`src/design/ffa_pkg.sv`:
```
`timescale 1ns / 1ps
`default_nettype none
package ffa_pkg;

    localparam int MAX_BLOCKS = 16;
    localparam int IDX_W      = $clog2(MAX_BLOCKS);
    localparam int CNT_W      = $clog2(MAX_BLOCKS + 1);
    localparam int ADDR_W     = 16;
    localparam int LEN_W      = 17;
    localparam int END_W      = 18;
    localparam int STAT_W     = 3;

    // bytes in the managed space
    localparam logic [END_W-1:0] MEM_BYTES = END_W'(65536);
    localparam logic [CNT_W-1:0] MAX_COUNT = CNT_W'(MAX_BLOCKS);

    localparam logic CMD_ALLOC = 1'b0;
    localparam logic CMD_FREE  = 1'b1;

    localparam logic [STAT_W-1:0] ST_OK       = 3'd0;
    localparam logic [STAT_W-1:0] ST_NO_MEM   = 3'd1;
    localparam logic [STAT_W-1:0] ST_RANGE    = 3'd2;
    localparam logic [STAT_W-1:0] ST_OVERLAP  = 3'd3;
    localparam logic [STAT_W-1:0] ST_FULL     = 3'd4;
    localparam logic [STAT_W-1:0] ST_ZERO_LEN = 3'd5;

    typedef struct packed {
        logic              cmd;
        logic [ADDR_W-1:0] start_addr;
        logic [LEN_W-1:0]  length;
    } req_t;

    typedef struct packed {
        logic [STAT_W-1:0] status;
        logic [ADDR_W-1:0] block_addr;
    } rsp_t;

    typedef struct packed {
        logic [ADDR_W-1:0] start;
        logic [LEN_W-1:0]  len;
    } entry_t;

    typedef struct packed {
        logic             en;
        logic [IDX_W-1:0] idx;
        entry_t           data;
    } wr_t;

    typedef struct packed {
        logic              fit;
        logic              exact;
        logic              touch;
        logic              overlap;
        logic              after;
        logic              range_bad;
        logic [ADDR_W-1:0] carve_start;
        logic [LEN_W-1:0]  carve_len;
        logic [LEN_W-1:0]  acc_sum;
    } unit_res_t;

    typedef struct packed {
        logic idle;
        logic done;
    } seq_stat_t;

    typedef enum logic [3:0] {
        S_IDLE,
        S_CHECK,
        S_FIT,
        S_CARVE,
        S_REMOVE,
        S_MERGE_INIT,
        S_MERGE,
        S_OVL,
        S_INS,
        S_DONE
    } state_t;

endpackage
`default_nettype wire

```
`src/design/first_fit_free_list_allocator.sv`:
```
`timescale 1ns / 1ps
`default_nettype none
// From request transfer to rsp_valid: zero length or range error goes from check to done;
//   allocate scans for the first fit, carves it and removes it on an exact fit, merging
//   the list and scanning again on a first miss; free scans for overlap, then inserts.
// One command at a time through the shared compare/add unit, next request taken the
//   cycle after the result is loaded.
// Reset (rst_n, async low): list holds one block covering all memory, no result pending.
module first_fit_free_list_allocator (
    input  wire logic          clk,
    input  wire logic          rst_n,
    input  wire logic          req_valid,
    output logic               req_stall,
    input  wire ffa_pkg::req_t req,
    output logic               rsp_valid,
    input  wire logic          rsp_stall,
    output ffa_pkg::rsp_t      rsp
);

    ffa_pkg::seq_stat_t stat;
    ffa_pkg::rsp_t      seq_res;
    ffa_pkg::rsp_t      rsp_reg, rsp_next;
    logic               rsp_valid_reg, rsp_valid_next;
    logic               accept;
    logic               out_free;
    logic               load;

    // Requests are only taken while the sequencer is idle; a finished result
    // sitting in the output register does not hold off the next transfer.
    assign req_stall = !stat.idle;
    assign accept    = req_valid && !req_stall;

    // Output register is free when empty or being drained this cycle.
    assign out_free  = !rsp_valid_reg || !rsp_stall;
    assign load      = stat.done && out_free;

    ffa_seq u_seq (
        .clk      (clk),
        .rst_n    (rst_n),
        .start    (accept),
        .req      (req),
        .out_free (out_free),
        .stat     (stat),
        .res      (seq_res)
    );

    always_comb
    begin
        rsp_next       = rsp_reg;
        rsp_valid_next = rsp_valid_reg && rsp_stall;
        if (load)
        begin
            rsp_next       = seq_res;
            rsp_valid_next = 1'b1;
        end
    end

    always_ff @(posedge clk or negedge rst_n)
    begin
        if (!rst_n)
            rsp_valid_reg <= 1'b0;
        else
            rsp_valid_reg <= rsp_valid_next;
    end

    // payload needs no reset
    always_ff @(posedge clk)
    begin
        rsp_reg <= rsp_next;
    end

    assign rsp_valid = rsp_valid_reg;
    assign rsp       = rsp_reg;

endmodule
`default_nettype wire

```
`src/design/ffa_store.sv`:
```
`timescale 1ns / 1ps
`default_nettype none
module ffa_store (
    input  wire logic                      clk,
    input  wire logic                      rst_n,
    input  wire logic [ffa_pkg::IDX_W-1:0] rd_idx,
    output ffa_pkg::entry_t                rd_ent,
    input  wire ffa_pkg::wr_t              wr
);

    ffa_pkg::entry_t entry_reg [ffa_pkg::MAX_BLOCKS];

    // one read port, one write port
    always_ff @(posedge clk or negedge rst_n)
    begin
        if (!rst_n)
        begin
            for (int i = 0; i < ffa_pkg::MAX_BLOCKS; i++)
            begin
                entry_reg[i] <= '0;
            end
            entry_reg[0].len <= ffa_pkg::MEM_BYTES[ffa_pkg::LEN_W-1:0];
        end
        else if (wr.en)
        begin
            entry_reg[wr.idx] <= wr.data;
        end
    end

    assign rd_ent = entry_reg[rd_idx];

endmodule
`default_nettype wire

```
`src/design/ffa_unit.sv`:
```
`timescale 1ns / 1ps
`default_nettype none
module ffa_unit (
    input  wire ffa_pkg::entry_t ent,
    input  wire ffa_pkg::entry_t acc,
    input  wire ffa_pkg::req_t   req,
    output ffa_pkg::unit_res_t   res
);

    logic [ffa_pkg::END_W-1:0] ent_start;
    logic [ffa_pkg::END_W-1:0] ent_end;
    logic [ffa_pkg::END_W-1:0] acc_end;
    logic [ffa_pkg::END_W-1:0] req_start;
    logic [ffa_pkg::END_W-1:0] req_end;

    always_comb
    begin
        ent_start = ffa_pkg::END_W'(ent.start);
        ent_end   = ent_start + ffa_pkg::END_W'(ent.len);
        acc_end   = ffa_pkg::END_W'(acc.start) + ffa_pkg::END_W'(acc.len);
        req_start = ffa_pkg::END_W'(req.start_addr);
        req_end   = req_start + ffa_pkg::END_W'(req.length);

        res.fit         = (ent.len >= req.length);
        res.exact       = (ent.len == req.length);
        res.touch       = (ent_start == acc_end);
        // half-open interval overlap
        res.overlap     = (req_start < ent_end) && (ent_start < req_end);
        res.after       = (ent.start > req.start_addr);
        res.range_bad   = (req_start >= ffa_pkg::MEM_BYTES) || (req_end > ffa_pkg::MEM_BYTES);
        res.carve_start = ent.start + req.length[ffa_pkg::ADDR_W-1:0];
        res.carve_len   = ent.len - req.length;
        res.acc_sum     = acc.len + ent.len;
    end

endmodule
`default_nettype wire

```
`src/design/ffa_seq.sv`:
```
`timescale 1ns / 1ps
`default_nettype none
module ffa_seq (
    input  wire logic          clk,
    input  wire logic          rst_n,
    input  wire logic          start,
    input  wire ffa_pkg::req_t req,
    input  wire logic          out_free,
    output ffa_pkg::seq_stat_t stat,
    output ffa_pkg::rsp_t      res
);

    localparam int IW = ffa_pkg::IDX_W;
    localparam int CW = ffa_pkg::CNT_W;

    ffa_pkg::state_t    state_reg, state_next;
    logic [CW-1:0]      ptr_reg, ptr_next;
    logic [IW-1:0]      wp_reg, wp_next;
    logic [IW-1:0]      hit_reg, hit_next;
    logic [CW-1:0]      pos_reg, pos_next;
    logic               pos_found_reg, pos_found_next;
    logic               ovl_reg, ovl_next;
    logic               second_reg, second_next;
    logic [CW-1:0]      count_reg, count_next;
    ffa_pkg::entry_t    acc_reg, acc_next;
    ffa_pkg::req_t      cmd_reg, cmd_next;
    ffa_pkg::rsp_t      res_reg, res_next;

    logic [CW-1:0]      ptr_inc;
    logic [CW-1:0]      ptr_dec;
    logic [IW-1:0]      rd_idx;
    ffa_pkg::entry_t    rd_ent;
    ffa_pkg::wr_t       wr;
    ffa_pkg::unit_res_t ur;

    ffa_store u_store (
        .clk    (clk),
        .rst_n  (rst_n),
        .rd_idx (rd_idx),
        .rd_ent (rd_ent),
        .wr     (wr)
    );

    ffa_unit u_unit (
        .ent (rd_ent),
        .acc (acc_reg),
        .req (cmd_reg),
        .res (ur)
    );

    assign ptr_inc = ptr_reg + CW'(1);
    assign ptr_dec = ptr_reg - CW'(1);

    // next state
    always_comb
    begin
        state_next = state_reg;
        case (state_reg)
            ffa_pkg::S_IDLE:
            begin
                if (start)
                    state_next = ffa_pkg::S_CHECK;
            end
            ffa_pkg::S_CHECK:
            begin
                if (cmd_reg.length == '0)
                    state_next = ffa_pkg::S_DONE;
                else if (cmd_reg.cmd == ffa_pkg::CMD_ALLOC)
                    state_next = ffa_pkg::S_FIT;
                else if (ur.range_bad)
                    state_next = ffa_pkg::S_DONE;
                else
                    state_next = ffa_pkg::S_OVL;
            end
            ffa_pkg::S_FIT:
            begin
                if (ptr_reg < count_reg)
                begin
                    if (ur.fit)
                        state_next = ffa_pkg::S_CARVE;
                end
                else if (second_reg || count_reg == '0)
                    state_next = ffa_pkg::S_DONE;
                else
                    state_next = ffa_pkg::S_MERGE_INIT;
            end
            ffa_pkg::S_CARVE:
            begin
                if (ur.exact)
                    state_next = ffa_pkg::S_REMOVE;
                else
                    state_next = ffa_pkg::S_DONE;
            end
            ffa_pkg::S_REMOVE:
            begin
                if (ptr_inc >= count_reg)
                    state_next = ffa_pkg::S_DONE;
            end
            ffa_pkg::S_MERGE_INIT:
            begin
                state_next = ffa_pkg::S_MERGE;
            end
            ffa_pkg::S_MERGE:
            begin
                if (ptr_reg >= count_reg)
                    state_next = ffa_pkg::S_FIT;
            end
            ffa_pkg::S_OVL:
            begin
                if (ptr_reg >= count_reg)
                begin
                    if (ovl_reg || count_reg >= ffa_pkg::MAX_COUNT)
                        state_next = ffa_pkg::S_DONE;
                    else
                        state_next = ffa_pkg::S_INS;
                end
            end
            ffa_pkg::S_INS:
            begin
                if (ptr_reg <= pos_reg)
                    state_next = ffa_pkg::S_DONE;
            end
            ffa_pkg::S_DONE:
            begin
                if (out_free)
                    state_next = ffa_pkg::S_IDLE;
            end
            default:
            begin
                state_next = ffa_pkg::S_IDLE;
            end
        endcase
    end

    // datapath and store control
    always_comb
    begin
        ptr_next       = ptr_reg;
        wp_next        = wp_reg;
        hit_next       = hit_reg;
        pos_next       = pos_reg;
        pos_found_next = pos_found_reg;
        ovl_next       = ovl_reg;
        second_next    = second_reg;
        count_next     = count_reg;
        acc_next       = acc_reg;
        cmd_next       = cmd_reg;
        res_next       = res_reg;
        rd_idx         = ptr_reg[IW-1:0];
        wr             = '0;
        case (state_reg)
            ffa_pkg::S_IDLE:
            begin
                if (start)
                    cmd_next = req;
            end
            ffa_pkg::S_CHECK:
            begin
                ptr_next       = '0;
                second_next    = 1'b0;
                ovl_next       = 1'b0;
                pos_next       = count_reg;
                pos_found_next = 1'b0;
                res_next.status     = ffa_pkg::ST_OK;
                res_next.block_addr = '0;
                if (cmd_reg.length == '0)
                    res_next.status = ffa_pkg::ST_ZERO_LEN;
                else if (cmd_reg.cmd == ffa_pkg::CMD_FREE && ur.range_bad)
                    res_next.status = ffa_pkg::ST_RANGE;
            end
            ffa_pkg::S_FIT:
            begin
                if (ptr_reg < count_reg)
                begin
                    hit_next = ptr_reg[IW-1:0];
                    ptr_next = ptr_inc;
                end
                else if (second_reg || count_reg == '0)
                    res_next.status = ffa_pkg::ST_NO_MEM;
            end
            ffa_pkg::S_CARVE:
            begin
                rd_idx              = hit_reg;
                res_next.block_addr = rd_ent.start;
                ptr_next            = CW'(hit_reg);
                if (!ur.exact)
                begin
                    wr.en         = 1'b1;
                    wr.idx        = hit_reg;
                    wr.data.start = ur.carve_start;
                    wr.data.len   = ur.carve_len;
                end
            end
            ffa_pkg::S_REMOVE:
            begin
                rd_idx = ptr_inc[IW-1:0];
                if (ptr_inc < count_reg)
                begin
                    wr.en    = 1'b1;
                    wr.idx   = ptr_reg[IW-1:0];
                    wr.data  = rd_ent;
                    ptr_next = ptr_inc;
                end
                else
                    count_next = count_reg - CW'(1);
            end
            ffa_pkg::S_MERGE_INIT:
            begin
                rd_idx   = '0;
                acc_next = rd_ent;
                ptr_next = CW'(1);
                wp_next  = '0;
            end
            ffa_pkg::S_MERGE:
            begin
                if (ptr_reg < count_reg)
                begin
                    ptr_next = ptr_inc;
                    if (ur.touch)
                        acc_next.len = ur.acc_sum;
                    else
                    begin
                        wr.en    = 1'b1;
                        wr.idx   = wp_reg;
                        wr.data  = acc_reg;
                        wp_next  = wp_reg + IW'(1);
                        acc_next = rd_ent;
                    end
                end
                else
                begin
                    // flush the running block, list is now compacted
                    wr.en       = 1'b1;
                    wr.idx      = wp_reg;
                    wr.data     = acc_reg;
                    count_next  = CW'(wp_reg) + CW'(1);
                    ptr_next    = '0;
                    second_next = 1'b1;
                end
            end
            ffa_pkg::S_OVL:
            begin
                if (ptr_reg < count_reg)
                begin
                    ptr_next = ptr_inc;
                    if (ur.overlap)
                        ovl_next = 1'b1;
                    if (!pos_found_reg && ur.after)
                    begin
                        pos_next       = ptr_reg;
                        pos_found_next = 1'b1;
                    end
                end
                else if (ovl_reg)
                    res_next.status = ffa_pkg::ST_OVERLAP;
                else if (count_reg >= ffa_pkg::MAX_COUNT)
                    res_next.status = ffa_pkg::ST_FULL;
                else
                    ptr_next = count_reg;
            end
            ffa_pkg::S_INS:
            begin
                rd_idx = ptr_dec[IW-1:0];
                wr.en  = 1'b1;
                wr.idx = ptr_reg[IW-1:0];
                if (ptr_reg > pos_reg)
                begin
                    wr.data  = rd_ent;
                    ptr_next = ptr_dec;
                end
                else
                begin
                    wr.data.start = cmd_reg.start_addr;
                    wr.data.len   = cmd_reg.length;
                    count_next    = count_reg + CW'(1);
                end
            end
            default:
            begin
            end
        endcase
    end

    always_ff @(posedge clk or negedge rst_n)
    begin
        if (!rst_n)
        begin
            state_reg     <= ffa_pkg::S_IDLE;
            ptr_reg       <= '0;
            wp_reg        <= '0;
            hit_reg       <= '0;
            pos_reg       <= '0;
            pos_found_reg <= 1'b0;
            ovl_reg       <= 1'b0;
            second_reg    <= 1'b0;
            count_reg     <= CW'(1);
        end
        else
        begin
            state_reg     <= state_next;
            ptr_reg       <= ptr_next;
            wp_reg        <= wp_next;
            hit_reg       <= hit_next;
            pos_reg       <= pos_next;
            pos_found_reg <= pos_found_next;
            ovl_reg       <= ovl_next;
            second_reg    <= second_next;
            count_reg     <= count_next;
        end
    end

    always_ff @(posedge clk)
    begin
        acc_reg <= acc_next;
        cmd_reg <= cmd_next;
        res_reg <= res_next;
    end

    assign stat.idle = (state_reg == ffa_pkg::S_IDLE);
    assign stat.done = (state_reg == ffa_pkg::S_DONE);
    assign res       = res_reg;

    a_count_max: assert property (@(posedge clk) disable iff (!rst_n)
        count_reg <= ffa_pkg::MAX_COUNT)
        else $error("list count above capacity");

    a_scan_ptr: assert property (@(posedge clk) disable iff (!rst_n)
        (state_reg == ffa_pkg::S_FIT || state_reg == ffa_pkg::S_OVL ||
         state_reg == ffa_pkg::S_MERGE) |-> ptr_reg <= count_reg)
        else $error("scan pointer past list end");

    a_merge_wp: assert property (@(posedge clk) disable iff (!rst_n)
        (state_reg == ffa_pkg::S_MERGE) |-> (CW'(wp_reg) < ptr_reg))
        else $error("merge write pointer caught up with read pointer");

    a_ins_room: assert property (@(posedge clk) disable iff (!rst_n)
        (state_reg == ffa_pkg::S_INS) |->
        (pos_reg <= ptr_reg && ptr_reg <= count_reg && count_reg < ffa_pkg::MAX_COUNT))
        else $error("insert shift out of bounds");

    a_done_leave: assert property (@(posedge clk) disable iff (!rst_n)
        (stat.done && out_free) |=> stat.idle)
        else $error("result handed over but sequencer not idle");

endmodule
`default_nettype wire

```
`config.mk`:
```
export PLATFORM = sky130hd
export DESIGN_NAME = first_fit_free_list_allocator
export DESIGN_NICKNAME = d
export VERILOG_FILES = /design/src/design/ffa_pkg.sv /design/src/design/first_fit_free_list_allocator.sv /design/src/design/ffa_store.sv /design/src/design/ffa_unit.sv /design/src/design/ffa_seq.sv
export SDC_FILE = /design/constraint.sdc
export NUM_CORES = 2
export LEC_CHECK = 0
export BUFFER_PORTS_ARGS = -buffer_cell sky130_fd_sc_hd__buf_2
export CAP_MARGIN = 20
export CORE_AREA = 5 5 441 313
export CTS_CLUSTER_SIZE = 10
export DETAILED_ROUTE_END_ITERATION = 8
export DIE_AREA = 0 0 446 318
export PLACE_DENSITY = 0.49
export SLEW_MARGIN = 20
export SYNTH_ARGS = -nofsm -noshare
export SYNTH_HDL_FRONTEND = slang
export SYNTH_SLANG_ARGS = --single-unit
```
`constraint.sdc`:
```
create_clock -name clk -period 12.7 [get_ports clk]
set_input_delay 0.635 -clock clk [delete_from_list [all_inputs] [get_ports clk]]
set_output_delay 0.635 -clock clk [all_outputs]
set_load 0.05 [all_outputs]
```
## Word level (Yosys, flattened, before mapping)

Cells that the tools add are included.

| cells by class | value |
|---|---|
| $add $sub $neg | 12 |
| magnitude comparators | 15 |
| equal/unequal tests | 35 |
| mux-type cells | 68 |
| bitwise operators | 2 |
| reduce and logical (&&, ||, !) cells | 35 |

Operators by type and width:

| kind | count |
|---|---|
| $bwmux W528 | 1 |
| $mux W33 | 5 |
| $mux W38 | 4 |
| $pmux W38 S4 | 1 |
| $bmux W33 S4 | 1 |
| $demux W33 S4 | 1 |
| $pmux W33 S2 | 1 |
| $mux W4 | 15 |
| $mux W5 | 12 |
| $add A16 B17 Y18 | 3 |
| $pmux W4 S10 | 1 |
| $pmux W5 S8 | 1 |
| $lt A16 B18 Y1 | 2 |
| $pmux W16 S2 | 1 |
| $ne A2 B1 Y1 const B | 13 |
| $eq A16 B18 Y1 | 1 |
| $gt A18 B17 Y1 const B | 1 |
| $mux W3 | 6 |
| $add A17 B17 Y17 | 1 |
| $eq A17 B17 Y1 | 1 |
| $ge A17 B17 Y1 | 1 |
| $logic_not A17 Y1 | 1 |
| $mux W17 | 1 |
| $sub A17 B17 Y17 | 1 |
| 43 further kinds | 91 |

| storage, ports and cells | value |
|---|---|
| bits in registers | 664 |
| bits of input ports | 38 |
| output and inout bits | 21 |
| word-level logic and storage cells | 218 |

## Logic depth before layout (Yosys ltp)

| logic depth | value |
|---|---|
| word-level depth | 16 |
| depth in mapped cells | 36 |
| depth with buffers taken out | 29 |

## Modules after synthesis

From an unflattened synthesis, not the netlist that was laid out.

| second synthesis, totals | value |
|---|---|
| cells, all modules | 2773 |
| area, all modules | 36568.8 µm² |

By module, submodules not included:

| module | times used | cells each | area each (µm²) |
|---|---|---|---|
| ffa_store | 1 | 1448 | 23706.5 |
| ffa_seq | 1 | 562 | 6651.4 |
| ffa_unit | 1 | 738 | 5582.9 |
| first_fit_free_list_allocator | 1 | 25 | 628.1 |

## Least setup slack after synthesis

Ideal clock, no wire load.

| path | value |
|---|---|
| path kind | register to register |
| from | register u_seq.ptr_reg[1] |
| to | register u_seq.u_store.entry_reg[461] (netlist name) |
| library setup time | 0.065 ns |
| data arrival time | 7.103 ns |
| data required time | 12.635 ns |
| setup slack | 5.532 ns |
| cell stages (with the launch flop) | 29 |
| path buffers | 7 |
| cells stage by stage | dfrtp_1 clkbuf_1 inv_1 ha_1 or4bb_1 a21oi_1 a211oi_2 buf_2 buf_1 clkbuf_1 buf_1 buf_1 a311oi_1 a21oi_1 ha_1 a21o_1 a21o_1 a2111oi_0 nor3_1 a211o_1 a21o_1 a21o_1 a21o_1 a21oi_1 o21ai_0 xnor2_1 o21ai_0 clkbuf_1 mux2_2 |

| on the way | value |
|---|---|
| longest elaborated chain between the ends | 16 |
| elaborated cells on any way between the ends | 26 |
| classes of those cells | add/sub (3); order compare (5); eq/ne (2); mux (13); bitwise (2); reduce/logical (1) |

Ends and longest elaborated chain:

| element | RTL line | RTL |
|---|---|---|
| from (decl) | ffa_seq.sv:17 | `logic [CW-1:0] ptr_reg, ptr_next;` |
| from (signal assigned) | ffa_seq.sv:301 | `ptr_reg <= ptr_next;` |
| $sub A5 B1 Y5 / $add A5 B1 Y5 (equally long branches) | ffa_seq.sv:52, ffa_seq.sv:51 |  |
| $pmux W4 S4 | ffa_seq.sv:151 | `case (state_reg)` |
| $not A4 Y5 (implied by the code) | ffa_store.sv:30 | `assign rd_ent = entry_reg[rd_idx];` |
| $bmux W33 S4 | ffa_store.sv:30 |  |
| $mux W33 (implied by the code) (2 in series) | ffa_store.sv:30 |  |
| $eq A16 B18 Y1 | ffa_unit.sv:26 | `res.touch = (ent_start == acc_end);` |
| $mux W38 | ffa_seq.sv:219 | `if (ur.touch)` |
| $mux W38 | ffa_seq.sv:216 | `if (ptr_reg < count_reg)` |
| $pmux W38 S4 (*) | ffa_seq.sv:151 |  |
| $not A4 Y5 (implied by the code) | ffa_store.sv:26 | `entry_reg[wr.idx] <= wr.data;` |
| $ge A5 B5 Y1 (implied by the code) / $lt A5 B1 Y1 (equally long branches) | ffa_store.sv:26 |  |
| $logic_and A1 B1 Y1 (implied by the code) | ffa_store.sv:26 |  |
| $mux W33 (implied by the code) | ffa_store.sv:26 |  |
| $demux W33 S4 | ffa_store.sv:26 |  |
| $bwmux W528 | ffa_store.sv:26 |  |
| to (signal, indexed assignment) | ffa_store.sv:26 |  |
| to (decl) | ffa_store.sv:11 | `ffa_pkg::entry_t entry_reg [ffa_pkg::MAX_BLOCKS];` |

Mark *: on every way between the ends. The rest lies on a longest branch, timed or not. The select of a mux whose other input is x is not followed.
A chain may end at the register's enable or synchronous reset.

## Worst setup path in the final report

| path | value |
|---|---|
| from | register u_seq.state_reg[2] |
| to | register u_seq.u_store.entry_reg[327] (netlist name) |

| on the way | value |
|---|---|
| longest elaborated chain between the ends | 16 |
| elaborated cells on any way between the ends | 26 |
| classes of those cells | add/sub (1); order compare (2); eq/ne (7); mux (13); bitwise (2); reduce/logical (1) |

Ends and longest elaborated chain:

| element | RTL line | RTL |
|---|---|---|
| from (decl) | ffa_seq.sv:16 | `ffa_pkg::state_t state_reg, state_next;` |
| from (signal assigned) | ffa_seq.sv:288 | `state_reg <= ffa_pkg::S_IDLE;` |
| from (signal assigned) | ffa_seq.sv:300 | `state_reg <= state_next;` |
| $eq A4 B4 Y1 (tied with other cells) | ffa_seq.sv:151 |  |
| $pmux W4 S4 | ffa_seq.sv:151 |  |
| $not A4 Y5 (implied by the code) | ffa_store.sv:30 |  |
| $bmux W33 S4 | ffa_store.sv:30 |  |
| $mux W33 (implied by the code) (2 in series) | ffa_store.sv:30 |  |
| $eq A16 B18 Y1 | ffa_unit.sv:26 |  |
| $mux W38 | ffa_seq.sv:219 |  |
| $mux W38 | ffa_seq.sv:216 |  |
| $pmux W38 S4 (*) | ffa_seq.sv:151 |  |
| $not A4 Y5 (implied by the code) | ffa_store.sv:26 |  |
| $ge A5 B5 Y1 (implied by the code) / $lt A5 B1 Y1 (equally long branches) | ffa_store.sv:26 |  |
| $logic_and A1 B1 Y1 (implied by the code) | ffa_store.sv:26 |  |
| $mux W33 (implied by the code) | ffa_store.sv:26 |  |
| $demux W33 S4 | ffa_store.sv:26 |  |
| $bwmux W528 | ffa_store.sv:26 |  |

Marked as above.

==> impl_metrics.yaml <==
synthesis:
  synth-seq-cells: 664
  async_flop_share: 0.842
  synth_top_family_by_area: "multiplexers"
  synth_top_cell_by_area: "dfrtp_1"
  postSynthCellCount: 3492
  ys.flop_type: "dfrtp_1"
  synth_cell_type_count: 112
  yosys-top-cells-area: "dfrtp_1 36%, mux2_2 13%, edfxtp_1 8.2%"
  syn_area_per_cell_um2: 11.0
  synth_mux_area_frac: 0.206
  syn_area_mm2: 0.0383
  synth_edf_count: 105
  synth_adder_area_share: 0.0561
  synthSimpleGateAreaFrac: 0.117
  ys_warn_count: 0
  synth_top_area_frac: 0.364
  seq_area_frac_synth: 0.448
  synth_fp_nets: 3698
  synth_compound_gate_area_share: 0.108
  synth_xor_area_frac: 0.0231
finish:
  largest_register_ffs: 528
  area_delta_synth_final_pct: 11.7
  drive_gt1_frac: 0.226
  nets: 3688
  fill_cells: 13600
clock_network:
  cts_setup_buffers: 0
  cts_resized: 0
  clockRootBuffer: "clkbuf_16"
  clockBufferDepth: 3
  htreeDepth: 3
  clk_latency_ns: 0.70
  cts_tree: "yes"
  cts_made_buffers: 78
  clk_pin_slew_ns: 0.06
  clock-sinks: 664
timing:
  post-route-min-period_ns: 9.07
  finalClockSkew_ns: 0.0554
  fmax_mhz: 110
  rsz0062_at_grt: "no"
  post-route-period-util: 0.715
  hold_viol_final: 0
  drv_slew: 0
  relSlewSlack: 0.267
  worst_slew_pin_slew_ns: 1.10
  fin_setup_tns_ns: 0
  setup_violations: 0
route:
  drt_pass1_iterations: 6
  first_iter_violations: 2712
  via_per_inst: 5.26
  routedWlPerCell_um: 23.4
  totalWireLength_um: 124000
  final_antenna_net_count: 0
  drc: 0
  num_vias: 27900
global_route:
  grt_max_degree: 145
  grt_usage: 0.171
  antenna_found_initial: 6
  grt_pass1_vias: 26800
  grt_pass1_wl_um: 184000
  grt-ovfl-total: 0
status:
  outcome: "completed"
setup_path:
  cp.arrival_ns: 9.63
  cp_max_fo: 85
  worstSetupPathType: "reg -> reg"
  cp-start-kind: "flip-flop"
  required_ns: 13.25
  endpoint_kind: "flip-flop"
placement:
  hpwl_um: 82200
  gp_congestion: 0.918
  portBuffers: 58
floorplan:
  die-area_mm2: 0.142
  die_x_um: 446
  rows: 113
  coreArea_mm2: 0.134
  initial_core_util: 0.286
  ioPinCount: 59
  die_h_um: 318
min_path:
  hp-class: "in -> reg"
flow_run:
  max-cap-violations: 0
-- metrics by stage --
step | hold WS, ns | util | instance area [um2] | instances | setup slack [ns]
floorplan | 0.339 | - | 38300 | 3492 | 5.53
global placement | 0.406 | 0.302 | 40400 | 5181 | 3.83
detailed placement | 0.408 | 0.302 | 40400 | 5181 | 3.80
CTS | 0.0999 | 0.319 | 42700 | 5298 | 3.80
global route | 0.119 | 0.319 | 42800 | 5303 | 3.15
finish | 0.160 | 0.319 | 42800 | 5304 | 3.63
-- placed cells by master, fill, tap and decap left out, types with 20 or more instances in the layout --
cell type	n
dfrtp_1	557
nand2_1	463
mux2_2	445
nand3_1	197
ha_1	162
a21oi_1	145
inv_1	114
edfxtp_1	105
o21ai_0	104
nor2_1	98
mux2i_1	91
clkbuf_16	79
mux2_1	69
buf_4	68
xnor2_1	59
buf_2	57
a21o_1	44
xor2_1	42
nor3_1	32
o211ai_1	30
mux2_4	30
mux4_2	29
a221o_1	27
o21a_1	24
clkbuf_1	24
nand4_1	21
and3_1	20
-- synthesized netlist by cell type (21+ instances only) --
cell type  count
a21o_1        44
a21oi_1      145
a221o_1       27
buf_1         22
buf_2         66
buf_6         23
clkbuf_1     101
dfrtp_1      557
edfxtp_1     105
ha_1         162
inv_1        114
mux2_1        69
mux2_2       445
mux2_4        30
mux2i_1       93
mux4_2        29
nand2_1      464
nand3_1      199
nand4_1       21
nor2_1       100
nor3_1        33
o211ai_1      30
o21a_1        24
o21ai_0      113
xnor2_1       59
xor2_1        42
-- worst paths after layout --
| kind | slack (ns) | cells after the start | to | start |
|---|---|---|---|---|
| max | 3.63 | 22 | u_seq.u_store.entry_reg[327] | u_seq.state_reg[2] |
| min | 0.16 | 1 | u_seq.cmd_reg[28] | req[28] |
| max reg2reg | 3.63 | 22 | u_seq.u_store.entry_reg[327] | u_seq.state_reg[2] |
| min reg2reg | 0.42 | 0 | rsp[11] | u_seq.res[11] |
| max in group asynchronous | 10.05 | 4 | u_seq.u_store.entry_reg[438] | rst_n |
| min in group asynchronous | 0.60 | 2 | u_seq.u_store.entry_reg[468] | rst_n |
-- repair_timing --
action | 4_1_cts | 5_1_grt
setup endpoints to repair | 0 | 0
endpoints found under the hold margin | 2 | 0
hold buffers | 1 | 0
-- cells by family after synthesis --
family | Yosys count
xor gates and xnor gates | 101
AOI/OAI and AO/OA | 593
and+or+nand+nor | 959
buffers and inverters | 338
DFF | 664
adders and majority gates | 168
muxes | 669
-- critical path: stages, from the launching register on --
cell,delay [ns]
dfrtp_1,0.99
nor4bb_1,0.19
o21ai_0,0.57
nand3_4,0.67
buf_12,0.46
mux2i_1,0.22
a221oi_1,0.12
a31o_2,0.33
o21ai_0,0.79
inv_1,0.48
ha_1,0.46
a21o_1,0.21
a2111oi_0,0.44
nor3_1,0.15
a211o_1,0.31
a21o_1,0.18
a21o_1,0.19
a21o_1,0.18
a21oi_1,0.20
xnor2_1,0.09
a222oi_1,0.67
o21ai_2,0.52
mux2_1,0.47
-- metal layers --
| layer | wire length (um) | global-route usage |
|---|---|---|
| met1 | 64300 | 0.276 |
| met2 | 47800 | 0.224 |
| met3 | 9930 | 0.0439 |
| met4 | 2100 | 0.0332 |
| met5 | 0 | 0 |
-- cell type report --
type | instances | area, um2 | area share
Multi-Input combinational cell | 2490 | 19700 | 0.461
Sequential cell | 664 | 17100 | 0.401
Clock buffer | 107 | 2120 | 0.0496
Inverter | 114 | 428 | 0.0100
Tap cell | 1782 | 2230 | 0.0521
Clock inverter | 9 | 161 | 0.00377
Timing Repair Buffer | 134 | 955 | 0.0223
Antenna cell | 4 | 10.0 | 0.000234
Power is left out: the tool's default activity adds up to more than one toggle a clock period on the data nets, which glitch-free logic cannot reach.
